--- src/hw/rtl/exposure_warning_overlay_top_defines.svh ---
// assertion macros for the exposure warning overlay
`ifndef EXPOSURE_WARNING_OVERLAY_TOP_DEFINES_SVH
`define EXPOSURE_WARNING_OVERLAY_TOP_DEFINES_SVH

`ifndef SYNTHESIS

`define EWO_ASSERT_CLK(lbl, clk, rst_n, prop) \
  lbl: assert property (@(posedge clk) disable iff (!rst_n) prop) \
    else $error("overlay assertion failed");

`define EWO_ASSERT(lbl, prop) `EWO_ASSERT_CLK(lbl, clk_i, rst_ni, prop)

`else

`define EWO_ASSERT_CLK(lbl, clk, rst_n, prop)

`define EWO_ASSERT(lbl, prop)

`endif

`endif

--- src/hw/rtl/ewo_pkg.sv ---
package ewo_pkg;

  localparam int unsigned ChanW  = 8;
  localparam int unsigned CoordW = 12;
  localparam int unsigned ModeW  = 3;
  localparam int unsigned LumaW  = 8;

  typedef enum logic [ModeW-1:0] {
    ModeNone      = 3'd0,
    ModeShadow    = 3'd1,
    ModeHighlight = 3'd2,
    ModeGamut     = 3'd3,
    ModeFalse     = 3'd4
  } mode_e;

  typedef struct packed {
    logic [ChanW-1:0]  red;
    logic [ChanW-1:0]  green;
    logic [ChanW-1:0]  blue;
    logic [CoordW-1:0] column;
    logic [CoordW-1:0] row;
  } pixel_t;

  typedef struct packed {
    logic [ChanW-1:0] red;
    logic [ChanW-1:0] green;
    logic [ChanW-1:0] blue;
    logic [ChanW-1:0] alpha;
  } rgba_t;

  typedef struct packed {
    rgba_t colour;
    logic  marked;
  } overlay_t;

  // luma weights in q0.16, summing to one
  localparam logic [15:0] LumaCoefR = 16'd13933;
  localparam logic [15:0] LumaCoefG = 16'd46871;
  localparam logic [15:0] LumaCoefB = 16'd4732;

  localparam logic [ChanW-1:0] ShadowLimit    = 8'd1;
  localparam logic [ChanW-1:0] HighlightLimit = 8'd254;
  localparam logic [ChanW-1:0] GamutHigh      = 8'd250;
  localparam logic [ChanW-1:0] GamutLow       = 8'd5;
  // pairwise difference sum equals twice the max-min span, so 430 becomes 215
  localparam logic [ChanW-1:0] GamutSpan      = 8'd215;

  localparam logic [LumaW-1:0] ZoneLimit [6] = '{
    8'd16, 8'd48, 8'd88, 8'd132, 8'd176, 8'd220
  };

  localparam rgba_t ZoneRgba [7] = '{
    '{8'd33,  8'd47,  8'd155, 8'd175},
    '{8'd30,  8'd124, 8'd214, 8'd165},
    '{8'd28,  8'd170, 8'd132, 8'd160},
    '{8'd96,  8'd194, 8'd87,  8'd150},
    '{8'd238, 8'd205, 8'd78,  8'd155},
    '{8'd239, 8'd122, 8'd46,  8'd165},
    '{8'd232, 8'd48,  8'd60,  8'd180}
  };

  localparam rgba_t ShadowRgba    = '{8'd54,  8'd178, 8'd255, 8'd165};
  localparam rgba_t HighlightRgba = '{8'd255, 8'd86,  8'd64,  8'd165};
  localparam rgba_t GamutRgba     = '{8'd244, 8'd82,  8'd255, 8'd165};
  localparam rgba_t ClearRgba     = '{8'd0,   8'd0,   8'd0,   8'd0};

  // residue mod 3 by summing base-4 digits
  function automatic logic [1:0] mod3_12(logic [11:0] v);
    logic [4:0] s;
    logic [2:0] s2;
    logic [2:0] s3;
    s  = 5'(v[1:0]) + 5'(v[3:2]) + 5'(v[5:4]) + 5'(v[7:6]) + 5'(v[9:8]) + 5'(v[11:10]);
    s2 = 3'(s[1:0]) + 3'(s[3:2]) + 3'(s[4]);
    s3 = 3'(s2[1:0]) + 3'(s2[2]);
    return (s3 >= 3'd3) ? 2'(s3 - 3'd3) : s3[1:0];
  endfunction

endpackage

--- src/hw/rtl/ewo_luma.sv ---
module ewo_luma (
  input  logic [ewo_pkg::ChanW-1:0] red_i,
  input  logic [ewo_pkg::ChanW-1:0] green_i,
  input  logic [ewo_pkg::ChanW-1:0] blue_i,
  output logic [ewo_pkg::LumaW-1:0] luma_o
);
  import ewo_pkg::*;

  logic [23:0] prod_r;
  logic [23:0] prod_g;
  logic [23:0] prod_b;
  logic [23:0] sum;

  assign prod_r = 24'(LumaCoefR) * 24'(red_i);
  assign prod_g = 24'(LumaCoefG) * 24'(green_i);
  assign prod_b = 24'(LumaCoefB) * 24'(blue_i);
  // weights sum to 65536, so the integer part never exceeds 255
  assign sum    = prod_r + prod_g + prod_b;
  assign luma_o = sum[23:16];

endmodule

--- src/hw/rtl/ewo_classify.sv ---
module ewo_classify (
  input  logic [ewo_pkg::ModeW-1:0] mode_i,
  input  ewo_pkg::pixel_t           pixel_i,
  input  logic [ewo_pkg::LumaW-1:0] luma_i,
  output ewo_pkg::overlay_t         overlay_o
);
  import ewo_pkg::*;

  logic [ChanW-1:0]  r;
  logic [ChanW-1:0]  g;
  logic [ChanW-1:0]  b;
  logic [ChanW-1:0]  hi;
  logic [ChanW-1:0]  lo;
  logic [CoordW:0]   pos_sum;
  logic              dither_pass;
  logic              test_pass;
  rgba_t             mode_colour;
  rgba_t             zone_colour;

  assign r = pixel_i.red;
  assign g = pixel_i.green;
  assign b = pixel_i.blue;

  always_comb begin
    hi = r;
    if (g > hi) hi = g;
    if (b > hi) hi = b;
    lo = r;
    if (g < lo) lo = g;
    if (b < lo) lo = b;
  end

  // (x mod 6) < 4 exactly when (x >> 1) mod 3 is not 2
  assign pos_sum     = {1'b0, pixel_i.column} + {1'b0, pixel_i.row};
  assign dither_pass = (mod3_12(pos_sum[CoordW:1]) != 2'd2);

  always_comb begin
    if (luma_i < ZoneLimit[0])      zone_colour = ZoneRgba[0];
    else if (luma_i < ZoneLimit[1]) zone_colour = ZoneRgba[1];
    else if (luma_i < ZoneLimit[2]) zone_colour = ZoneRgba[2];
    else if (luma_i < ZoneLimit[3]) zone_colour = ZoneRgba[3];
    else if (luma_i < ZoneLimit[4]) zone_colour = ZoneRgba[4];
    else if (luma_i < ZoneLimit[5]) zone_colour = ZoneRgba[5];
    else                            zone_colour = ZoneRgba[6];
  end

  always_comb begin
    case (mode_i)
      ModeShadow: begin
        test_pass   = (r <= ShadowLimit) || (g <= ShadowLimit) ||
                      (b <= ShadowLimit) || (luma_i <= ShadowLimit);
        mode_colour = ShadowRgba;
      end
      ModeHighlight: begin
        test_pass   = (r >= HighlightLimit) || (g >= HighlightLimit) ||
                      (b >= HighlightLimit) || (luma_i >= HighlightLimit);
        mode_colour = HighlightRgba;
      end
      ModeGamut: begin
        test_pass   = ((hi >= GamutHigh) && (lo <= GamutLow)) ||
                      ((hi - lo) > GamutSpan);
        mode_colour = GamutRgba;
      end
      ModeFalse: begin
        test_pass   = 1'b1;
        mode_colour = zone_colour;
      end
      default: begin
        test_pass   = 1'b0;
        mode_colour = ClearRgba;
      end
    endcase
  end

  always_comb begin
    overlay_o.marked = test_pass && dither_pass;
    overlay_o.colour = overlay_o.marked ? mode_colour : ClearRgba;
  end

endmodule

--- src/hw/rtl/exposure_warning_overlay_top.sv ---
// exposure warning overlay
// input channel: present red/green/blue with column/row and raise start;
// a transaction is taken at a rising edge with start high and busy low.
// busy is held low, so one pixel may be given in every cycle.
// result channel: valid_o is high for exactly one cycle with the overlay
// colour and marked flag; the receiver cannot stall it, and nothing holds
// results back. an accepted pixel goes through one input register, then luma,
// test and colour logic into the result register.
// throughput is one pixel per cycle, set by the single-pass datapath.
// configuration: cfg_we_i with cfg_data_i writes the overlay mode
// (0 none, 1 shadow clip, 2 highlight clip, 3 gamut, 4 false colour,
// other codes act as none); write it only while no pixel is in flight.
// reset: rst_ni low clears the mode to none and drops all in-flight
// pixels; no result is strobed until a new pixel is taken.
`include "exposure_warning_overlay_top_defines.svh"

module exposure_warning_overlay_top (
  input  logic                      clk_i,
  input  logic                      rst_ni,
  input  logic                      start,
  output logic                      busy,
  input  logic                      cfg_we_i,
  input  logic [ewo_pkg::ModeW-1:0] cfg_data_i,
  input  logic [ewo_pkg::ChanW-1:0] red_i,
  input  logic [ewo_pkg::ChanW-1:0] green_i,
  input  logic [ewo_pkg::ChanW-1:0] blue_i,
  input  logic [ewo_pkg::CoordW-1:0] column_i,
  input  logic [ewo_pkg::CoordW-1:0] row_i,
  output logic                      valid_o,
  output logic [ewo_pkg::ChanW-1:0] out_red_o,
  output logic [ewo_pkg::ChanW-1:0] out_green_o,
  output logic [ewo_pkg::ChanW-1:0] out_blue_o,
  output logic [ewo_pkg::ChanW-1:0] out_alpha_o,
  output logic                      marked_o
);
  import ewo_pkg::*;

  logic [ModeW-1:0] mode_q;
  logic             in_valid_q;
  pixel_t           pixel_q;
  logic             out_valid_q;
  overlay_t         result_q;
  logic [LumaW-1:0] luma;
  overlay_t         result_d;
  logic             accept;

  assign busy   = 1'b0;
  assign accept = start && !busy;

  always_ff @(posedge clk_i or negedge rst_ni) begin
    if (!rst_ni) begin
      mode_q      <= ModeNone;
      in_valid_q  <= 1'b0;
      out_valid_q <= 1'b0;
    end else begin
      if (cfg_we_i) mode_q <= cfg_data_i;
      in_valid_q  <= accept;
      out_valid_q <= in_valid_q;
    end
  end

  always_ff @(posedge clk_i) begin
    if (accept) begin
      pixel_q <= '{red: red_i, green: green_i, blue: blue_i,
                   column: column_i, row: row_i};
    end
    if (in_valid_q) result_q <= result_d;
  end

  ewo_luma u_luma (
    .red_i   (pixel_q.red),
    .green_i (pixel_q.green),
    .blue_i  (pixel_q.blue),
    .luma_o  (luma)
  );

  ewo_classify u_classify (
    .mode_i    (mode_q),
    .pixel_i   (pixel_q),
    .luma_i    (luma),
    .overlay_o (result_d)
  );

  assign valid_o     = out_valid_q;
  assign out_red_o   = result_q.colour.red;
  assign out_green_o = result_q.colour.green;
  assign out_blue_o  = result_q.colour.blue;
  assign out_alpha_o = result_q.colour.alpha;
  assign marked_o    = result_q.marked;

  `EWO_ASSERT(a_latency_two, accept |-> ##2 valid_o)
  `EWO_ASSERT(a_unmarked_clear, (valid_o && !marked_o) |-> (result_q.colour == ClearRgba))
  `EWO_ASSERT(a_none_never_marks, (valid_o && $past(mode_q) == ModeNone) |-> !marked_o)
  `EWO_ASSERT(a_marked_opaque, (valid_o && marked_o) |-> (out_alpha_o != '0))

endmodule
--- config.mk ---
export PLATFORM = sky130hd
export DESIGN_NAME = exposure_warning_overlay_top
export DESIGN_NICKNAME = d
export VERILOG_FILES = /design/src/hw/rtl/ewo_pkg.sv /design/src/hw/rtl/ewo_luma.sv /design/src/hw/rtl/ewo_classify.sv /design/src/hw/rtl/exposure_warning_overlay_top.sv
export VERILOG_INCLUDE_DIRS = /design/src /design/src/hw/rtl
export SDC_FILE = /design/constraint.sdc
export NUM_CORES = 1
export LEC_CHECK = 0
export BUFFER_PORTS_ARGS = -buffer_cell sky130_fd_sc_hd__clkbuf_2
export CELL_PAD_IN_SITES_DETAIL_PLACEMENT = 0
export CELL_PAD_IN_SITES_GLOBAL_PLACEMENT = 1
export CORE_UTILIZATION = 50
export DETAILED_ROUTE_END_ITERATION = 8
export HOLD_SLACK_MARGIN = 0.08
export PLACE_DENSITY = 0.82
export SLEW_MARGIN = 20
export SYNTH_ARGS = -nofsm -noshare
export SYNTH_HDL_FRONTEND = slang
export SYNTH_SLANG_ARGS = --single-unit
--- constraint.sdc ---
create_clock -name clk_i -period 11.9 [get_ports clk_i]
set_input_delay 2.38 -clock clk_i [delete_from_list [all_inputs] [get_ports clk_i]]
set_output_delay 2.38 -clock clk_i [all_outputs]
set_load 0.005 [all_outputs]
## Yosys cells after proc, flatten, opt, wreduce, memory -nomap -nowiden

Cells that the tools add are included.

- Flip-flop bits (word level): 86
- Bits of input ports: 55
- Output and inout bits: 35
- Word-level logic and storage cells: 78

- Add/subtract/negate cells: 13
- $mul: 3
- Magnitude comparators: 22
- Equality and inequality tests: 5
- Mux-type cells: 13
- Reductions and logical operators: 9

Operator list:

| operator | number |
|---|---|
| two-way mux 32 bit | 5 |
| case mux 32 bit (4 select lines) | 1 |
| >= comparator 8 bit (second input constant) | 5 |
| <= comparator 8 x 1 -> 1 bit (second input constant) | 4 |
| two-way mux 8 bit | 4 |
| two-way mux 27 bit | 1 |
| adder 22 x 24 -> 24 bit | 1 |
| adder 24 x 21 -> 24 bit | 1 |
| less-than comparator 8 bit (second input constant) | 3 |
| multiplier 16 x 8 -> 24 bit (first input constant) | 1 |
| multiplier 14 x 8 -> 22 bit (first input constant) | 1 |
| adder 5 x 2 -> 5 bit | 4 |
| multiplier 11 x 8 -> 19 bit (first input constant) | 1 |
| > comparator 8 bit | 2 |
| less-than comparator 8 bit | 2 |
| adder 12 x 12 -> 13 bit | 1 |
| > comparator 8 bit (second input constant) | 1 |
| <= comparator 8 x 3 -> 1 bit (second input constant) | 1 |
| less-than comparator 8 x 5 -> 1 bit (second input constant) | 1 |
| less-than comparator 8 x 6 -> 1 bit (second input constant) | 1 |
| less-than comparator 8 x 7 -> 1 bit (second input constant) | 1 |
| subtractor 8 bit | 1 |
| logical OR 1 bit | 7 |
| adder 2 x 2 -> 3 bit | 2 |
| 11 further kinds | 13 |

## Longest topological paths before layout

Gate-level depths: netlist of run 1.

- Depth in word-level cells: 13
- Mapped depth: 36
- Gate-level depth less buffers: 35

## Modules after synthesis

A second synthesis of run 1 with hierarchy kept.

- Cells, all modules: 1,168
- Area total of the unflattened synthesis: 11,905.2 um^2

Modules (own cells, without submodules):

| module | instances | cells an instance | area each (um^2) |
|---|---|---|---|
| ewo_luma | 1 | 616 | 6,147.1 |
| ewo_classify | 1 | 461 | 3,155.5 |
| exposure_warning_overlay_top | 1 | 91 | 2,602.5 |

## Least setup slack after synthesis of run 1

Ideal clock, no wire load.

- Path type: reg-to-reg
- Start: reg pixel_q[26] in the netlist's numbering
- End: reg result_q (netlist bit out_green_o[1]), data pin
- Arrival time: 8,513 ps
- Data required time: 11,731 ps
- Setup slack: 3,218 ps
- Cell stages (with the launch flop): 35
- Buffers on the path: 1
- Period minus slack after synthesis: 8,682 ps
- Path through: edfxtp_1 > inv_1 > fa_1 > inv_1 > ha_1 > inv_1 > fa_1 > fa_1 > inv_1 > ha_1 > a21oi_1 > o21bai_1 > a21oi_1 > o21bai_1 > a211o_1 > a2111oi_0 > nor2_1 > xnor2_1 > fa_1 > inv_1 > fa_1 > fa_1 > inv_1 > ha_1 > buf_6 > nand2_1 > o21ai_2 > nor3_2 > a21oi_2 > mux2_2 > nor4b_4 > a41oi_2 > or2_0 > a21o_1 > o31ai_1

- Word-level cells in the longest chain between the ends: 10
- Elaborated cells between the ends (all ways): 35
- Classes of those cells: add/sub (2); mul (1); order compare (15); mux (10); reduce/logical (7)

Ends and longest elaborated chain:

| element | RTL line | source |
|---|---|---|
| start: declaration | exposure_warning_overlay_top.sv:40 | `pixel_t pixel_q;` |
| start signal: assignment | exposure_warning_overlay_top.sv:64 | `pixel_q <= '{red: red_i, green: green_i, blue: blue_i,` |
| multiplier 11 x 8 -> 19 bit | ewo_luma.sv:16 | `assign prod_b = 24'(LumaCoefB) * 24'(blue_i);` |
| adder 24 x 21 -> 24 bit | ewo_luma.sv:18 | `assign sum = prod_r + prod_g + prod_b;` |
| less-than comparator 8 bit | ewo_classify.sv:43 | `else if (luma_i < ZoneLimit[5]) zone_colour = ZoneRgba[5];` |
| two-way mux 27 bit | ewo_classify.sv:43 |  |
| two-way mux 32 bit | ewo_classify.sv:42 | `else if (luma_i < ZoneLimit[4]) zone_colour = ZoneRgba[4];` |
| two-way mux 32 bit | ewo_classify.sv:41 | `else if (luma_i < ZoneLimit[3]) zone_colour = ZoneRgba[3];` |
| two-way mux 32 bit | ewo_classify.sv:40 | `else if (luma_i < ZoneLimit[2]) zone_colour = ZoneRgba[2];` |
| two-way mux 32 bit | ewo_classify.sv:39 | `else if (luma_i < ZoneLimit[1]) zone_colour = ZoneRgba[1];` |
| two-way mux 32 bit | ewo_classify.sv:38 | `if (luma_i < ZoneLimit[0]) zone_colour = ZoneRgba[0];` |
| case mux 32 bit (4 select lines) | ewo_classify.sv:48 | `case (mode_i)` |
| end signal: assignment | exposure_warning_overlay_top.sv:67 | `if (in_valid_q) result_q <= result_d;` |
| end: declaration | exposure_warning_overlay_top.sv:42 | `overlay_t result_q;` |

Parallel ways exist; a longest one is shown, timed or not.
A chain may end at the register's enable or synchronous reset.

## Worst setup path after layout of run 1

- Start: reg pixel_q[26] in the netlist's numbering
- End: reg result_q (netlist bit out_alpha_o[2]), data pin

- Word-level cells in the longest chain between the ends: 9
- Elaborated cells between the ends (all ways): 33
- Classes of those cells: add/sub (2); mul (1); order compare (14); mux (9); reduce/logical (7)

Ends and longest elaborated chain:

| element | RTL line |
|---|---|
| multiplier 11 x 8 -> 19 bit | ewo_luma.sv:16 |
| adder 24 x 21 -> 24 bit | ewo_luma.sv:18 |
| less-than comparator 8 bit | ewo_classify.sv:42 |
| two-way mux 32 bit | ewo_classify.sv:42 |
| two-way mux 32 bit | ewo_classify.sv:41 |
| two-way mux 32 bit | ewo_classify.sv:40 |
| two-way mux 32 bit | ewo_classify.sv:39 |
| two-way mux 32 bit | ewo_classify.sv:38 |
| case mux 32 bit (4 select lines) | ewo_classify.sv:48 |

Parallel ways exist; a longest one is shown, timed or not.

==> summary.txt, run 1 <==
Yosys
  – Sequential share of the synthesized area: 0.212
  – Library cells used by synthesis: 65
  – EDFF count, synth: 79
  – Top_reg_cell synth: edfxtp_1
  – Asr flop ratio synth: 0.0595
  – Yosys top cell by area: fa_1
  – Most area-consuming cells after synthesis: fa_1, ha_1, edfxtp_1
  – Average size of a mapped cell: 10.2 um2
  – Cell count after synthesis: 1153
  – Post-Syn Area: 0.0118 mm2
  – Share of the synthesized area in the top cell type: 0.257
  – Yosys Warn Count: 0
  – Yosys reg bits: 84

Clock network
  – Clk root buf: clkbuf_16
  – CTS max path bufs: 2
  – Total CTS buffers: 9
  – CTS tree: yes
  – Htree depth: 3
  – Post_cts resized: 0
  – # hold bufs at CTS: 0
  – Setup Buffers After CTS: 0
  – Worst skew pair latency: 0.34 ns
  – Clock Sinks: 84
  – Clk slew on worst S/H paths: 0.07 ns

Layout
  – Fin util: 0.564
  – Layout cells sized above 1: 0.112
  – Final net count: 1649
  – Area Growth Syn to Fin: 9.45%
  – N_diodes: 0

Route
  – Drt total wl: 27.2 mm
  – Vias: 8229
  – Pre-Repair DR Iteration Count: 4
  – Average routed wire per standard cell: 17.4 um
  – Post-route ant nets: 0
  – # DRC: 0
  – Via density: 5.27
  – Iteration-0 DRC Markers: 400

STA
  – Endpoints failing hold: 0
  – Slew margin rel.: 0.291
  – Fin crit share: 0.814
  – Worst clock skew: 0.00850 ns
  – Fmax: 103 MHz
  – Setup TNS: 0 ns
  – Endpoints failing setup: 0
  – Max-slew violation total from the final report: 0
  – Worst-margin pin slew: 1.06 ns
  – Min Tclk post-route: 9.69 ns
  – WHS: 0.590 ns
  – RSZ-0062 raised after global routing: no

Floorplanning
  – Initial Utilization: 0.515
  – Die Span X: 155 um
  – Die area: 0.0242 mm2
  – Core Footprint: 0.0228 mm2
  – Die Y: 155 um
  – Row count: 55
  – IO Count: 90

Setup path
  – CP Data Arrival Time: 9.87 ns
  – WS Path Type: register to register
  – Buf+Inv Stages, Crit Path: 6
  – CP peak stage delay: 0.58 ns
  – Worst r2r src: pixel_q[26]$_DFFE_PP_
  – Max FO, Critical Path: 9
  – CP Capture Type: register
  – CP Launch Type: register
  – Worst Path Required: 12.08 ns
  – CP max stage cell: edfxtp_1
  – Cell depth of the worst setup path: 33
  – Crit path to: out_alpha_o[2]$_SDFFCE_PN0P_
  – Worst r2r path cells: 33
  – Crit path max-delay family: adder cells
  – Reg2reg end: out_alpha_o[2]$_SDFFCE_PN0P_
  – Reg-to-reg setup timing slack: 2.21 ns
  – CP startpoint: pixel_q[26]$_DFFE_PP_

GRT
  – Grt met1 use: 0.319
  – GR Layer Usage met2: 0.399
  – Largest net degree at the start of global routing: 50
  – Global route hottest layer: met2
  – Global-route wire length before repair: 43.9 mm
  – Initial antenna violation count: 0
  – GRT Overall Usage: 0.238
  – Vias in the first global route: 8470
  – Global route overflow: 0
  – M3 GR Usage: 0.0485

Min path
  – Worst min path class: register to register

Placed design
  – Routability cong.: 0.905
  – # port buffers: 87
  – Hpwl dp: 23.1 mm

Flow run
  – Max-Cap Viols: 0

Status
  – Status: finished, final reports clean
==> final cells by class <==
| type | instances | area [um2] |
|---|---|---|
| repair buffers | 91 | 465 |
| multi-input cells | 794 | 8230 |
| clock inverters | 7 | 95.1 |
| flip-flops and latches | 84 | 2500 |
| well taps | 313 | 392 |
| clock buffers | 9 | 225 |
| inverters | 263 | 987 |
| fillers | 2053 | 9960 |
==> registers in the layout (all words and copies together), names as in the netlist <==
signal	cells
pixel_q	48
out_green_o	8
marked_o	1
in_valid_q	1
out_red_o	8
out_alpha_o	6
valid_o	1
out_blue_o	8
mode_q	3
==> cell families after synthesis <==
family | count (synthesis) | synth area share
compound gates | 222 | 0.122
xor+xnor | 36 | 0.0268
fa+ha+maj | 351 | 0.469
buf+inv | 276 | 0.0897
flops | 84 | 0.212
mux | 11 | 0.00988
other cells | 1 | 0.000318
simple gates | 172 | 0.0704
==> metal layers <==
| layer | wire, um | share of wire | vias up |
|---|---|---|---|
| li1 | - | - | 4014 |
| met1 | 12300 | 0.45 | 3985 |
| met2 | 12900 | 0.48 | 196 |
| met3 | 1490 | 0.055 | 34 |
| met4 | 446 | 0.016 | 0 |
| met5 | 0 | 0 | - |
==> cells in the mapped netlist (10+ instances only) <==
| library cell | instances |
|---|---|
| ha_1 | 200 |
| xnor2_1 | 23 |
| nor2_1 | 54 |
| o21ai_0 | 46 |
| nand4_1 | 10 |
| a21oi_1 | 79 |
| inv_1 | 263 |
| xor2_1 | 13 |
| edfxtp_1 | 79 |
| a21o_1 | 11 |
| fa_1 | 151 |
| nand2_1 | 52 |
==> cells in the final DEF (no fill, tap or decap), types with 8 or more instances in the layout <==
cell / netlist / final
ha_1: 200 / 200
a21oi_1: 79 / 79
edfxtp_1: 79 / 79
o21ai_0: 46 / 46
nand4_1: 10 / 10
clkbuf_16: 0 / 9
clkbuf_2: 0 / 86
inv_1: 263 / 263
o21a_1: 8 / 8
nand3_1: 9 / 9
o21bai_1: 8 / 8
fa_1: 151 / 151
xor2_1: 13 / 13
xnor2_1: 23 / 23
a211oi_1: 9 / 9
a21o_1: 11 / 11
nand2_1: 52 / 52
nor2_1: 54 / 54
==> through the flow <==
step | instances | setup slack (ns) | cell area [um2]
floorplan | 1154 | 3.22 | 11800
global placement | 1545 | 2.42 | 12600
detailed placement | 1545 | 2.24 | 12600
CTS | 1561 | 2.21 | 12900
global route | 1561 | 1.51 | 12900
finish | 1561 | 2.21 | 12900
==> worst reg2reg max path, delay by kind of cell, from the launching register on <==
kind | cells | cell delay, ns
adder cells (fa/ha/maj) | 9 | 4.08
multiplexers | 1 | 0.41
XOR/XNOR | 1 | 0.30
AO/OA/AOI/OAI | 11 | 2.63
AND/OR/NAND/NOR | 5 | 1.05
buffers and inverters | 6 | 0.48
flip-flops | 1 | 0.58
==> how the worst min path moves through the flow <==
stage,start,to,depth (start not counted)
detailed placement,mode_q[2]$_DFFE_PN0P_,mode_q[2]$_DFFE_PN0P_,1
finish,mode_q[2]$_DFFE_PN0P_,mode_q[2]$_DFFE_PN0P_,1
global route,mode_q[2]$_DFFE_PN0P_,mode_q[2]$_DFFE_PN0P_,1
floorplan,mode_q[2]$_DFFE_PN0P_,mode_q[2]$_DFFE_PN0P_,1
CTS,mode_q[2]$_DFFE_PN0P_,mode_q[2]$_DFFE_PN0P_,1
global placement,mode_q[2]$_DFFE_PN0P_,mode_q[2]$_DFFE_PN0P_,1
Power of run 1 is not shown: default switching activity piles up to over one toggle a cycle in this logic, so the estimate is an artifact.
==> inputs of run 2 (changes only) <==
- clock period: 11.9 -> 9.3 ns (I/O delays scaled with it)
==> summary.txt, run 2 (synthesis results as in run 1) <==
GRT
  – Largest net degree at the start of global routing: 50 (unchanged)
  – Global route overflow: 0 (unchanged)
  – Global-route wire length before repair: 44.7 mm (was 43.9 mm)
  – GRT Overall Usage: 0.241 (was 0.238)
  – Vias in the first global route: 8648 (was 8470)
  – Initial antenna violation count: 0 (unchanged)

Floorplanning
  – Initial Utilization: 0.515 (unchanged)
  – Die area: 0.0242 mm2 (unchanged)
  – Core Footprint: 0.0228 mm2 (unchanged)
  – IO Count: 90 (unchanged)
  – Die Span X: 155 um (unchanged)
  – Die Y: 155 um (unchanged)
  – Row count: 55 (unchanged)

Setup path
  – CP max stage cell: fa_1 (was edfxtp_1)
  – CP Launch Type: register (unchanged)
  – Worst r2r path cells: 33 (unchanged)
  – Worst Path Required: 9.49 ns (was 12.08 ns)
  – Reg2reg end: out_blue_o[7]$_SDFFCE_PN0P_ (was out_alpha_o[2]$_SDFFCE_PN0P_)
  – WS Path Type: register to register (unchanged)
  – CP peak stage delay: 0.56 ns (was 0.58 ns)
  – Reg-to-reg setup timing slack: 0.46 ns (was 2.21 ns)
  – Max FO, Critical Path: 8 (was 9)
  – CP Data Arrival Time: 9.02 ns (was 9.87 ns)
  – Worst r2r src: pixel_q[26]$_DFFE_PP_ (unchanged)
  – CP Capture Type: register (unchanged)

STA
  – Worst clock skew: 0.0122 ns (was 0.00850 ns)
  – Endpoints failing setup: 0 (unchanged)
  – Max-slew violation total from the final report: 0 (unchanged)
  – Fin crit share: 0.950 (was 0.814)
  – Endpoints failing hold: 0 (unchanged)
  – Min Tclk post-route: 8.84 ns (was 9.69 ns)
  – RSZ-0062 raised after global routing: no (unchanged)
  – Slew margin rel.: 0.309 (was 0.291)
  – Worst-margin pin slew: 1.03 ns (was 1.06 ns)
  – Setup TNS: 0 ns (unchanged)
  – Setup ws final: 0.462 ns (was 2.21 ns)
  – Fmax: 113 MHz (was 103 MHz)

Min path
  – Hold path cells: 1 (unchanged)
  – Worst min path class: register to register (unchanged)
  – Hold Crit Endpoint: mode_q[2]$_DFFE_PN0P_ (unchanged)
  – Hold Startpoint: mode_q[2]$_DFFE_PN0P_ (unchanged)

Route
  – Iteration-0 DRC Markers: 412 (was 400)
  – Vias: 8295 (was 8229)
  – Drt total wl: 27.4 mm (was 27.2 mm)
  – Via density: 5.26 (was 5.27)
  – Pre-Repair DR Iteration Count: 5 (was 4)
  – Post-route ant nets: 0 (unchanged)
  – # DRC: 0 (unchanged)
  – Average routed wire per standard cell: 17.4 um (about the same)

Clock network
  – Htree depth: 3 (unchanged)
  – Worst skew pair latency: 0.35 ns (was 0.34 ns)
  – CTS tree: yes (unchanged)
  – Clk slew on worst S/H paths: 0.07 ns (about the same)
  – # hold bufs at CTS: 0 (unchanged)
  – CTS max path bufs: 2 (unchanged)
  – Clk root buf: clkbuf_16 (unchanged)
  – Total CTS buffers: 9 (unchanged)
  – Clock Sinks: 84 (unchanged)

Status
  – Status: finished, final reports clean (unchanged)

Flow run
  – Max-Cap Viols: 0 (unchanged)

Layout
  – Reg with most FFs: pixel_q (unchanged)
  – Multi-input gate area: 0.00836 mm2 (was 0.00823 mm2)
  – Max reg flops: 48 (unchanged)
  – Most frequent cells in the layout: inv_1, ha_1, fa_1, clkbuf_2, edfxtp_1 (was inv_1, ha_1, fa_1, clkbuf_2)
  – Final net count: 1664 (was 1649)
  – Seq. cell area: 0.00250 mm2 (unchanged)
  – Post-route insts no fill: 1576 (was 1561)
  – Area Growth Syn to Fin: 11.5% (was 9.45%)
  – Post-Layout Inst Area: 0.0131 mm2 (was 0.0129 mm2)
  – Leading cell type in the layout, fill and taps excluded: inv_1 (unchanged)
  – N_diodes: 0 (unchanged)
  – Fill count: 2106 (was 2053)
  – Layout cells sized above 1: 0.134 (was 0.112)

Placed design
  – # placed instances: 1556 (was 1545)
  – Post-placement cell area: 0.0127 mm2 (was 0.0126 mm2)
  – Routability cong.: 0.916 (was 0.905)
  – Post-Place Setup Slack: -0.0848 ns (was 2.24 ns)
  – # port buffers: 87 (unchanged)
  – Hpwl dp: 23.1 mm (about the same)
run 2: cell count changes in the layout (fill, tap and decap cells not counted), sizes merged:
cell	previous run	this run
clkinvlp	2	0
clkbuf	95	97
buf	5	19
clkinv	1	2
run 2: area by class of cell:
class	count	area share
timing repair buffer	106	0.0440
multi-input combinational	794	0.637
clock inverter	6	0.00581
inverter	263	0.0752
tap	313	0.0298
sequential	84	0.190
clock buffer	10	0.0182
run 2: stage by stage:
| step | utilization | hold WS [ns] |
|---|---|---|
| 2_1_floorplan | - | 0.524 |
| 3_3_place_gp | 0.554 | 0.588 |
| 3_5_place_dp | 0.554 | 0.606 |
| 4_1_cts | 0.568 | 0.622 |
| 5_1_grt | 0.575 | 0.661 |
| 6_report | 0.575 | 0.623 |
run 2: worst max path at each step:
stage	startpoint	to	slack (ns)	cells past startpoint
after floorplan	pixel_q[26]$_DFFE_PP_	out_green_o[1]$_SDFFCE_PN0P_	0.62	34
after global placement	pixel_q[26]$_DFFE_PP_	out_blue_o[1]$_SDFFCE_PN0P_	0.09	33
after detailed placement	pixel_q[26]$_DFFE_PP_	out_blue_o[1]$_SDFFCE_PN0P_	-0.08	33
after CTS	pixel_q[26]$_DFFE_PP_	out_red_o[1]$_SDFFCE_PN0P_	0.08	33
after global routing	pixel_q[26]$_DFFE_PP_	out_red_o[4]$_SDFFCE_PN0P_	0.0003	33
final	pixel_q[26]$_DFFE_PP_	out_blue_o[7]$_SDFFCE_PN0P_	0.46	33
run 2: per-layer routing:
layer,wire length (um),global-route usage,part of all wire
met2,13000,0.400,0.48
met1,12600,0.330,0.46
met5,0,0,0
met4,519,0.0616,0.019
met3,1170,0.0370,0.043
run 2: timing repair:
item                                    CTS  global route
endpoints found under the hold margin     0             0
pin swaps                                 0             4
gates resized for setup                   3            22
setup buffers                             0             4
endpoints found under the setup margin    4            31
run 2: worst max-delay path: cells and delay by family, from the launching register on:
family / cells / cell delay (ns)
compound gates: 15 / 2.97
xor+xnor: 1 / 0.15
fa+ha+maj: 10 / 4.40
buf+inv: 6 / 0.40
flops: 1 / 0.40
mux: 1 / 0.34
Power of run 2 is left out for the same reason.
